## src/design/rist_pkg.sv

```systemverilog
// shared types, widths and codes for the refcounted inode slot table
// no dependencies; used by rist_engine, the top level and the checker
`timescale 1ns / 1ps

package rist_pkg;

	localparam int DEFAULT_TABLE_SLOTS = 32;
	localparam int DEV_W = 16;
	localparam int INO_W = 16;
	localparam int IDX_W = 5;
	localparam int CNT_W = 16;
	localparam int IN_TDATA_W = 40;
	localparam int OUT_TDATA_W = 48;
	localparam int OUT_PAD_W = 7;

	localparam logic [CNT_W-1:0] COUNT_MAX = '1;
	localparam logic [DEV_W-1:0] NO_DEV_RESET = 16'hFFFF;

	typedef enum logic [1:0] {
		OP_GET  = 2'd0,
		OP_PUT  = 2'd1,
		OP_DUP  = 2'd2,
		OP_NONE = 2'd3
	} op_t;

	typedef enum logic [2:0] {
		ST_HIT        = 3'd0,
		ST_LOADED     = 3'd1,
		ST_FULL       = 3'd2,
		ST_STILL_USED = 3'd3,
		ST_LAST       = 3'd4,
		ST_UNUSED     = 3'd5
	} status_t;

	typedef struct packed {
		op_t              op;
		logic [DEV_W-1:0] dev;
		logic [INO_W-1:0] ino;
		logic [IDX_W-1:0] slot_index;
	} req_t;

	typedef struct packed {
		status_t          status;
		logic [IDX_W-1:0] slot;
		logic             disk_read;
		logic [DEV_W-1:0] dev;
		logic [INO_W-1:0] ino;
	} res_t;

	typedef struct packed {
		logic [CNT_W-1:0] count;
		logic [DEV_W-1:0] dev;
		logic [INO_W-1:0] ino;
	} entry_t;

endpackage

```

## src/design/refcounted_inode_slot_table.sv

```systemverilog
// Flow: a get scans the slots from slot 0, one entry per cycle, and stops at the first
// hit or after the last slot (a miss or full table); put and dup read one slot and update it if used.
// An input beat is taken only in idle, so a new beat waits until the last result has gone
// to the output register; the slot memory has one read and one write port. An
// operation-three beat gives no result and leaves the input ready. After reset a clearing
// pass zeroes all counts; no input beat is taken until it ends. Config writes always taken.
// Top level: stream ports, config register, output register; depends on rist_pkg.
`timescale 1ns / 1ps

module refcounted_inode_slot_table #(
	parameter int TABLE_SLOTS = rist_pkg::DEFAULT_TABLE_SLOTS
) (
	input  logic                             clk,
	input  logic                             arst_n,
	input  logic                             s_tvalid,
	output logic                             s_tready,
	// operation[1:0], device[17:2], inode_number[33:18], slot_index[38:34], zero pad
	input  logic [rist_pkg::IN_TDATA_W-1:0]  s_tdata,
	output logic                             m_tvalid,
	input  logic                             m_tready,
	// status[2:0], slot_out[7:3], needs_disk_read[8], slot_device[24:9],
	// slot_inode[40:25], zero pad
	output logic [rist_pkg::OUT_TDATA_W-1:0] m_tdata,
	input  logic                             cfg_valid,
	output logic                             cfg_ready,
	input  logic [rist_pkg::DEV_W-1:0]       cfg_data
);
	import rist_pkg::*;

	logic [DEV_W-1:0]       no_dev_q;
	req_t                   req;
	logic                   req_ready;
	logic                   res_valid;
	logic                   res_ready;
	res_t                   res;
	logic                   m_tvalid_q;
	logic [OUT_TDATA_W-1:0] m_tdata_q;

	// no-device register
	assign cfg_ready = 1'b1;
	always_ff @(posedge clk or negedge arst_n) begin
		if (!arst_n) begin
			no_dev_q <= NO_DEV_RESET;
		end else if (cfg_valid) begin
			no_dev_q <= cfg_data;
		end
	end

	// input beat unpack
	assign req.op         = op_t'(s_tdata[1:0]);
	assign req.dev        = s_tdata[17:2];
	assign req.ino        = s_tdata[33:18];
	assign req.slot_index = s_tdata[38:34];
	assign s_tready       = req_ready;

	rist_engine #(
		.TABLE_SLOTS(TABLE_SLOTS)
	) u_engine (
		.clk      (clk),
		.arst_n   (arst_n),
		.req_valid(s_tvalid),
		.req_ready(req_ready),
		.req      (req),
		.no_dev   (no_dev_q),
		.res_valid(res_valid),
		.res_ready(res_ready),
		.res      (res)
	);

	// output register, loaded when empty or being drained
	assign res_ready = !m_tvalid_q || m_tready;
	always_ff @(posedge clk or negedge arst_n) begin
		if (!arst_n) begin
			m_tvalid_q <= 1'b0;
		end else if (res_ready) begin
			m_tvalid_q <= res_valid;
		end
	end

	always_ff @(posedge clk) begin
		if (res_ready && res_valid) begin
			m_tdata_q <= {OUT_PAD_W'(0), res.ino, res.dev, res.disk_read, res.slot, res.status};
		end
	end

	assign m_tvalid = m_tvalid_q;
	assign m_tdata  = m_tdata_q;

endmodule

```

## src/design/rist_engine.sv

```systemverilog
// slot table memory and its sequencer: clear pass, get scan, put/dup update
// depends on rist_pkg
`timescale 1ns / 1ps

module rist_engine #(
	parameter int TABLE_SLOTS = rist_pkg::DEFAULT_TABLE_SLOTS
) (
	input  logic                       clk,
	input  logic                       arst_n,
	input  logic                       req_valid,
	output logic                       req_ready,
	input  rist_pkg::req_t             req,
	input  logic [rist_pkg::DEV_W-1:0] no_dev,
	output logic                       res_valid,
	input  logic                       res_ready,
	output rist_pkg::res_t             res
);
	import rist_pkg::*;

	localparam int SLOT_W = $clog2(TABLE_SLOTS);
	localparam logic [SLOT_W-1:0] LAST_SLOT = SLOT_W'(TABLE_SLOTS - 1);

	typedef enum logic [2:0] {
		S_CLEAR,
		S_IDLE,
		S_SCAN,
		S_ACCESS,
		S_FINISH
	} state_t;

	state_t             state_q;
	logic [SLOT_W-1:0]  chk_q;
	logic               free_q;
	logic [SLOT_W-1:0]  free_slot_q;
	op_t                op_q;
	logic [DEV_W-1:0]   dev_q;
	logic [INO_W-1:0]   ino_q;
	logic [IDX_W-1:0]   idx_q;
	logic               idx_ok_q;
	res_t               res_q;

	entry_t             mem [TABLE_SLOTS];
	entry_t             rdata_q;
	logic               mem_we;
	logic [SLOT_W-1:0]  mem_waddr;
	entry_t             mem_wdata;
	logic [SLOT_W-1:0]  mem_raddr;

	logic               idx_ok;
	logic               used;
	logic               match;
	logic               last;
	logic               have_free;
	logic [SLOT_W-1:0]  free_slot;
	logic [CNT_W-1:0]   cnt_inc;
	logic [CNT_W-1:0]   cnt_dec;

	// table memory, registered read
	always_ff @(posedge clk) begin
		if (mem_we) begin
			mem[mem_waddr] <= mem_wdata;
		end
		rdata_q <= mem[mem_raddr];
	end

	// decode of the entry read last cycle
	assign idx_ok    = 32'(req.slot_index) < TABLE_SLOTS;
	assign used      = rdata_q.count != '0;
	assign match     = used && (rdata_q.dev == dev_q) && (rdata_q.ino == ino_q);
	assign last      = chk_q == LAST_SLOT;
	assign have_free = free_q || !used;
	assign free_slot = used ? free_slot_q : chk_q;
	assign cnt_inc   = (rdata_q.count == COUNT_MAX) ? rdata_q.count : rdata_q.count + 1'b1;
	assign cnt_dec   = rdata_q.count - 1'b1;

	// memory port control; every write lands before the next item is taken
	always_comb begin
		mem_we    = 1'b0;
		mem_waddr = chk_q;
		mem_wdata = '0;
		mem_raddr = '0;
		unique case (state_q)
			S_CLEAR: begin
				mem_we = 1'b1;
			end
			S_IDLE: begin
				if (req.op != OP_GET && idx_ok) begin
					mem_raddr = SLOT_W'(req.slot_index);
				end
			end
			S_SCAN: begin
				mem_raddr = last ? '0 : chk_q + 1'b1;
				if (match) begin
					mem_we    = 1'b1;
					mem_wdata = '{count: cnt_inc, dev: rdata_q.dev, ino: rdata_q.ino};
				end else if (last && have_free) begin
					mem_we    = 1'b1;
					mem_waddr = free_slot;
					mem_wdata = '{count: CNT_W'(1), dev: dev_q, ino: ino_q};
				end
			end
			S_ACCESS: begin
				mem_waddr = SLOT_W'(idx_q);
				if (idx_ok_q && used) begin
					mem_we    = 1'b1;
					mem_wdata = '{count: (op_q == OP_PUT) ? cnt_dec : cnt_inc,
						dev: rdata_q.dev, ino: rdata_q.ino};
				end
			end
			S_FINISH: begin
			end
			default: begin
			end
		endcase
	end

	// sequencer
	always_ff @(posedge clk or negedge arst_n) begin
		if (!arst_n) begin
			state_q <= S_CLEAR;
			chk_q   <= '0;
			free_q  <= 1'b0;
		end else begin
			unique case (state_q)
				S_CLEAR: begin
					chk_q <= last ? '0 : chk_q + 1'b1;
					if (last) begin
						state_q <= S_IDLE;
					end
				end
				S_IDLE: begin
					if (req_valid) begin
						op_q     <= req.op;
						dev_q    <= req.dev;
						ino_q    <= req.ino;
						idx_q    <= req.slot_index;
						idx_ok_q <= idx_ok;
						chk_q    <= '0;
						free_q   <= 1'b0;
						unique case (req.op)
							OP_GET:         state_q <= S_SCAN;
							OP_PUT, OP_DUP: state_q <= S_ACCESS;
							OP_NONE:        state_q <= S_IDLE;
						endcase
					end
				end
				S_SCAN: begin
					chk_q       <= chk_q + 1'b1;
					free_q      <= have_free;
					free_slot_q <= free_slot;
					// lowest matching used slot wins
					if (match) begin
						res_q <= '{status: ST_HIT, slot: IDX_W'(chk_q), disk_read: 1'b0,
							dev: dev_q, ino: ino_q};
						state_q <= S_FINISH;
					end else if (last) begin
						if (have_free) begin
							res_q <= '{status: ST_LOADED, slot: IDX_W'(free_slot),
								disk_read: dev_q != no_dev, dev: dev_q, ino: ino_q};
						end else begin
							res_q <= '{status: ST_FULL, slot: '0, disk_read: 1'b0,
								dev: '0, ino: '0};
						end
						state_q <= S_FINISH;
					end
				end
				S_ACCESS: begin
					if (!(idx_ok_q && used)) begin
						res_q <= '{status: ST_UNUSED, slot: idx_q, disk_read: 1'b0,
							dev: '0, ino: '0};
					end else if (op_q == OP_PUT) begin
						res_q <= '{status: (cnt_dec == '0) ? ST_LAST : ST_STILL_USED,
							slot: idx_q, disk_read: 1'b0,
							dev: rdata_q.dev, ino: rdata_q.ino};
					end else begin
						res_q <= '{status: ST_STILL_USED, slot: idx_q, disk_read: 1'b0,
							dev: rdata_q.dev, ino: rdata_q.ino};
					end
					state_q <= S_FINISH;
				end
				S_FINISH: begin
					if (res_ready) begin
						state_q <= S_IDLE;
					end
				end
				default: begin
					state_q <= S_IDLE;
				end
			endcase
		end
	end

	assign req_ready = state_q == S_IDLE;
	assign res_valid = state_q == S_FINISH;
	assign res       = res_q;

endmodule

```

## config.mk

```make
export PLATFORM = sky130hd
export DESIGN_NAME = refcounted_inode_slot_table
export DESIGN_NICKNAME = d
export VERILOG_FILES = /design/src/design/rist_pkg.sv /design/src/design/refcounted_inode_slot_table.sv /design/src/design/rist_engine.sv
export SDC_FILE = /design/constraint.sdc
export NUM_CORES = 2
export LEC_CHECK = 0
export BUFFER_PORTS_ARGS = -buffer_cell sky130_fd_sc_hd__buf_2
export CAP_MARGIN = 20
export CORE_ASPECT_RATIO = 1.5
export CORE_MARGIN = 3
export CORE_UTILIZATION = 45
export DETAILED_ROUTE_END_ITERATION = 16
export HOLD_SLACK_MARGIN = 0.02
export PLACE_DENSITY_LB_ADDON = 0.08
export SYNTH_ARGS = -nofsm -noshare
export SYNTH_HDL_FRONTEND = slang
export SYNTH_HIERARCHICAL = 1
export SYNTH_SLANG_ARGS = --single-unit
```

## constraint.sdc

```tcl
create_clock -name clk -period 7.4 [get_ports clk]
set_clock_uncertainty 0.1 [all_clocks]
set_input_delay 0.37 -clock clk [delete_from_list [all_inputs] [get_ports clk]]
set_output_delay 0.37 -clock clk [all_outputs]
set_load 0.03 [all_outputs]
```

* Yosys cells after proc, flatten, opt, wreduce, memory -nomap -nowiden *
Memory sizes are Yosys's and may differ from the RTL's. A register that Yosys moved wholly into a read port is not among the register bits.
Index checks and enable logic that the tools add are counted.

word-level totals
  register bits after elaboration = 152
  latch bits = 0
  memory bits (writable) = 1,536
  memory bits (read-only) = 0
  word-level logic and storage cells = 97
  memories kept = 1

cells by class
  add/sub/neg operators = 3
  multipliers = 0
  div/mod/pow operators = 0
  $lt $le $gt $ge = 0
  equality and inequality tests = 17
  shift operators = 0
  multiplexer cells = 37
  bitwise operators = 0
  reduce and logical (&&, ||, !) cells = 23

memory list
  name          words  width  rd ports  clocked after memory_dff  wr ports  RTL line           source
  u_engine.mem  32     48     1         1                         1         rist_engine.sv:42  entry_t mem [TABLE_SLOTS];

operators with widths
  operator                                                               number
  41-bit 2-to-1 mux                                                      4
  48-bit 2-to-1 mux                                                      2
  48-bit one-hot mux with 2 select lines                                 1
  41-bit one-hot mux with 2 select lines                                 1
  40-bit 2-to-1 mux                                                      1
  33-bit 2-to-1 mux                                                      1
  16-bit equality test                                                   2
  16-bit 2-to-1 mux                                                      2
  5-bit 2-to-1 mux                                                       6
  5-bit one-hot mux with 2 select lines                                  2
  3-bit 2-to-1 mux                                                       6
  16-bit by 1-bit adder with 16-bit output, second input constant        1
  16-bit equality test, second input constant                            1
  16-bit logical NOT                                                     1
  16-bit inequality test                                                 1
  16-bit nonzero test                                                    1
  16-bit by 1-bit subtractor with 16-bit output, second input constant   1
  3-bit one-hot mux with 5 select lines                                  1
  5-bit one-hot mux with 3 select lines                                  1
  3-bit one-hot mux with 3 select lines                                  1
  3-bit by 2-bit equality test with 1-bit output, second input constant  2
  1-bit 2-to-1 mux                                                       6
  2-bit AND reduction                                                    3
  3-bit AND reduction                                                    2
  20 further kinds                                                       30

* Depth between registers and ports, before layout *
  depth after elaboration = 9
  gate-level depth with buffers = 13
  mapped depth without buffers = 11

* Modules after synthesis *
Netlist, hierarchy kept.

by module, submodules not included
  module                       times used  cells each  area an instance (um^2)  seq. area each (um^2)
  rist_engine                  1           4,330       65,839.4                 49,862.8
  refcounted_inode_slot_table  1           89          2,011.9                  1,676.6

* Least setup slack after synthesis *
OpenSTA, ideal clock, no wires.

  path type = register to register
  start point = register u_engine/rdata_q[32] (netlist name)
  end point = memory u_engine/mem[0][0] (netlist bit), enable pin
  data arrival time = 4.560 ns
  required time = 6.846 ns
  slack = 2.287 ns
  cell stages (with the launch flop) = 12
  path buffers = 2
  period minus slack after synthesis = 5.113 ns
  path through = dfxtp_1 > clkbuf_1 > inv_1 > ha_1 > nor4b_1 > and4_1 > buf_4 > mux2_1 > nor3b_1 > a211oi_1 > o2111ai_1 > nor2_1

on the way
  elaborated cells on any way between the ends = 16
  classes of those cells = mux: 10; reduce/logical: 6

RTL lines
  item                                   RTL line           source
  16-bit nonzero test                    rist_engine.sv:68  assign used = rdata_q.count != '0;
  5-bit 2-to-1 mux                       rist_engine.sv:72  assign free_slot = used ? free_slot_q : chk_q;
  net u_engine.free_slot[4]              rist_engine.sv:54  logic [SLOT_W-1:0] free_slot;
  5-bit 2-to-1 mux                       rist_engine.sv:96  end else if (last && have_free) begin
  5-bit 2-to-1 mux                       rist_engine.sv:93  if (match) begin
  5-bit one-hot mux with 2 select lines  rist_engine.sv:82  unique case (state_q)
  end, declared                          rist_engine.sv:42

The timed path passes the listed nets, and every way through them passes these cells.

* Worst setup path after layout *
  start point = register u_engine/rdata_q[32] (netlist name)
  end point = memory u_engine/mem[10][20] (netlist bit), enable pin

on the way
  elaborated cells on any way between the ends = 16
  classes of those cells = mux: 10; reduce/logical: 6

RTL lines
  item                                   RTL line
  16-bit nonzero test                    rist_engine.sv:68
  5-bit 2-to-1 mux                       rist_engine.sv:72
  net u_engine.free_slot[2]              rist_engine.sv:54
  5-bit 2-to-1 mux                       rist_engine.sv:96
  5-bit 2-to-1 mux                       rist_engine.sv:93
  5-bit one-hot mux with 2 select lines  rist_engine.sv:82

The timed path passes the listed nets, and every way through them passes these cells.

==> impl_metrics.tcl <==
set metrics [dict create \
    area_growth_pct 14.8 \
    synth.most_common_cell "edfxtp_1" \
    relSlewSlack 0.238 \
    p_leak_nw 25.5 \
    grt-ovfl-total 0 \
    synth-edff-count 1662 \
    ir_drop_mv 0.298 \
    routedWlPerCell_um 29.8 \
    num_rows 173 \
    yosys_warnings 6 \
    grt_pass1_wl_mm 282 \
    rsz0062_at_grt "no" \
    synth_common_cells "edfxtp_1, nand2_1, mux2i_1" \
    vias_per_cell 6.01 \
    max-cap-violations 0 \
    arrival_ns 5.73 \
    gp_congestion 0.872 \
    timing.final.ws_setup_ns 2.03 \
    synth_cell_types 78 \
    post_route_cells_drive_above_1_share 0.126 \
    drc 0 \
    powerDensity_mw_per_mm2 361 \
    async_flop_share 0.0150 \
    cp.required_ns 7.76 \
    critPathMaxStageDelay_ns 0.97 \
    stdcell_count 6697 \
    drt_iter0_markers 3945 \
    layout_worst_path_cycle_share 0.726 \
    dp_slack_ns 2.11 \
    status "finished, final reports clean" \
    grt_pass1_vias 39200 \
    grt.total_usage 0.255 \
    ys_ff_latch 1736 \
    die_w_um 323 \
    drtAntennaViolNets 0 \
    core-area_mm2 0.149 \
    ys_seq_area_frac 0.760 \
    num_vias 40200 \
    initial_core_util 0.456 \
    critPathTopFamily "simple AND/OR/NAND/NOR gates" \
    drt_wl_total_mm 200 \
    die_y_um 482 \
    io_buffers 102 \
    critPathKind "flip-flop to flip-flop" \
    numClockSinks 1736 \
    yosys.area.top_type "edfxtp_1" \
    critical_path.slowest_cell "nor2_4" \
    ctsHtreeMaxLevel 4 \
    slew_viol_final 0 \
    ys.flop_type "edfxtp_1" \
    cp_max_fo 18 \
    path_clk_slew_ns 0.06 \
    fin_nets 4704 \
    hold_violations 0 \
    synthTopCellsByArea "edfxtp_1, nand2_1, mux2i_1" \
    p_total_mw 28.1 \
    setup_viol 0 \
    io_pins 112 \
    cp-end-kind "flip-flop" \
    max_freq_mhz 186 \
    syn_inst 4419 \
    crit_chain "inv_1, ha_1, nor4b_1, and4_1, mux2_2, nor3b_1, a211oi_1, nand3_1, nor2_4, buf_4" \
    dp.cells 6299 \
    clkLatencyLatePin_ns 0.80 \
    fin_crit_ns 5.37 \
    tns_ns 0 \
    start_kind "flip-flop" \
    clock_path_buffers 3 \
    worst_slew_pin_slew_ns 1.13 \
    dp_hpwl_mm 107 \
    postCtsSetupRepairBufs 0 \
    ctsRootBufferMaster "clkbuf_16" \
    cp_num_buf_inv 2 \
    cts_tree "done" \
    netlist_area_mm2 0.0679 \
    n_fill_cell 12200 \
    synth_top_area_share 0.736 \
    die_area_mm2 0.156 \
    min_path_type "primary input to asynchronous set/reset pin" \
    cts_buffers 163 \
    antenna_found_initial 6 \
    avgSynthCellArea_um2 15.4 \
    grt_max_degree 116 \
    first_pass_iters 8 \
]
-- stage by stage --
stage / util / instance area (um2) / hold slack (ns)
final: 0.523 / 77900 / 0.108
after global routing: 0.523 / 77900 / 0.113
after CTS: 0.518 / 77200 / 0.0599
after detailed placement: 0.479 / 71300 / 0.305
after global placement: 0.478 / 71200 / 0.301
after floorplan: - / 67900 / -0.0256
-- logic make-up (layout without fill, tap and decap cells) --
| kind of cell | after synthesis | in the layout | share of synthesized area |
|---|---|---|---|
| other | 2 | 9 | 0.000111 |
| AO/OA/AOI/OAI | 586 | 586 | 0.0709 |
| adder cells (fa/ha/maj) | 5 | 5 | 0.000922 |
| AND/OR/NAND/NOR | 1383 | 1383 | 0.0863 |
| multiplexers | 357 | 357 | 0.0536 |
| buffers and inverters | 296 | 642 | 0.0216 |
| flip-flops | 1736 | 1736 | 0.760 |
| XOR/XNOR | 54 | 54 | 0.00697 |
-- flip-flops by register name, indices dropped and copies added, names as in the netlist --
signal and flops:
u_engine/free_q 1, u_engine/res 41, m_tdata 41, m_tvalid 1, u_engine/chk_q 5, u_engine/ino_q 16
no_dev_q 16, u_engine/state_q 3, u_engine/free_slot_q 5, u_engine/idx_q 5, u_engine/dev_q 16, u_engine/rdata_q 48
u_engine/mem 1536, u_engine/op_q 2
-- power by group --
group / total (mW) / switching, mW / internal [mW]
Combinational: 7.06 / 5.05 / 2.01
Clock: 8.20 / 3.59 / 4.61
Sequential: 12.9 / 0.488 / 12.4
Total: 28.1 / 9.13 / 19.0
-- path summary, 6_finish.rpt --
check | from | end | slack, ns | depth (start not counted)
min in group clk | s_tdata[3] | u_engine/dev_q[1] | 0.18 | 2
max | u_engine/rdata_q[32] | u_engine/mem[10][20] | 2.03 | 10
max reg2reg | u_engine/rdata_q[32] | u_engine/mem[10][20] | 2.03 | 10
min reg2reg | u_engine/res[29] | m_tdata[22] | 0.30 | 0
max in group asynchronous | arst_n | m_tvalid | 6.61 | 2
min | arst_n | u_engine/chk_q[2] | 0.11 | 2
-- layout by cell type, fill, tap and decap left out, drive strengths merged, types with 5 or more instances in the layout --
cell            n
edfxtp       1662
nand2         901
mux2i         337
buf           261
nand3         259
clkbuf        222
a32oi         196
o2111ai        99
nor2           87
dlygate4sd3    74
a22o           67
nor3           56
o22ai          56
clkinv         55
xor2           52
dfxtp          48
a222oi         47
o21ai          31
a21oi          31
mux2           20
nor4           17
dfstp          16
inv            15
nand2b         11
bufinv         10
dfrtp          10
nand4          10
and3           10
conb            8
a221oi          6
and2            6
a22oi           6
clkinvlp        5
nor3b           5
a211oi          5
ha              5
nor2b           5
o211ai          5
-- per-layer routing --
metal	track usage	up-vias	share of wire
li1	-	17600	-
met1	0.340	20900	0.41
met2	0.431	1441	0.49
met3	0.0344	323	0.060
met4	0.0850	2	0.033
met5	0	-	0.000065
-- timing repair --
action | CTS | global route
endpoints found under the setup margin | 0 | 0
resized for setup | 0 | 0
hold buffers | 74 | 0
endpoints found under the hold margin | 86 | 0
-- area by class of cell --
cell class                      instances  area [um2]  area share
Sequential cell                      1736       51500       0.662
Multi-Input combinational cell       2393       15300       0.197
Clock inverter                         77         689     0.00885
Antenna cell                            1        2.50   0.0000321
Clock buffer                          221        4480      0.0576
Tap cell                             1925        2410      0.0309
Inverter                                8        30.0    0.000386
Timing Repair Buffer                  336        3390      0.0436
(Power assumes the default switching activity.)
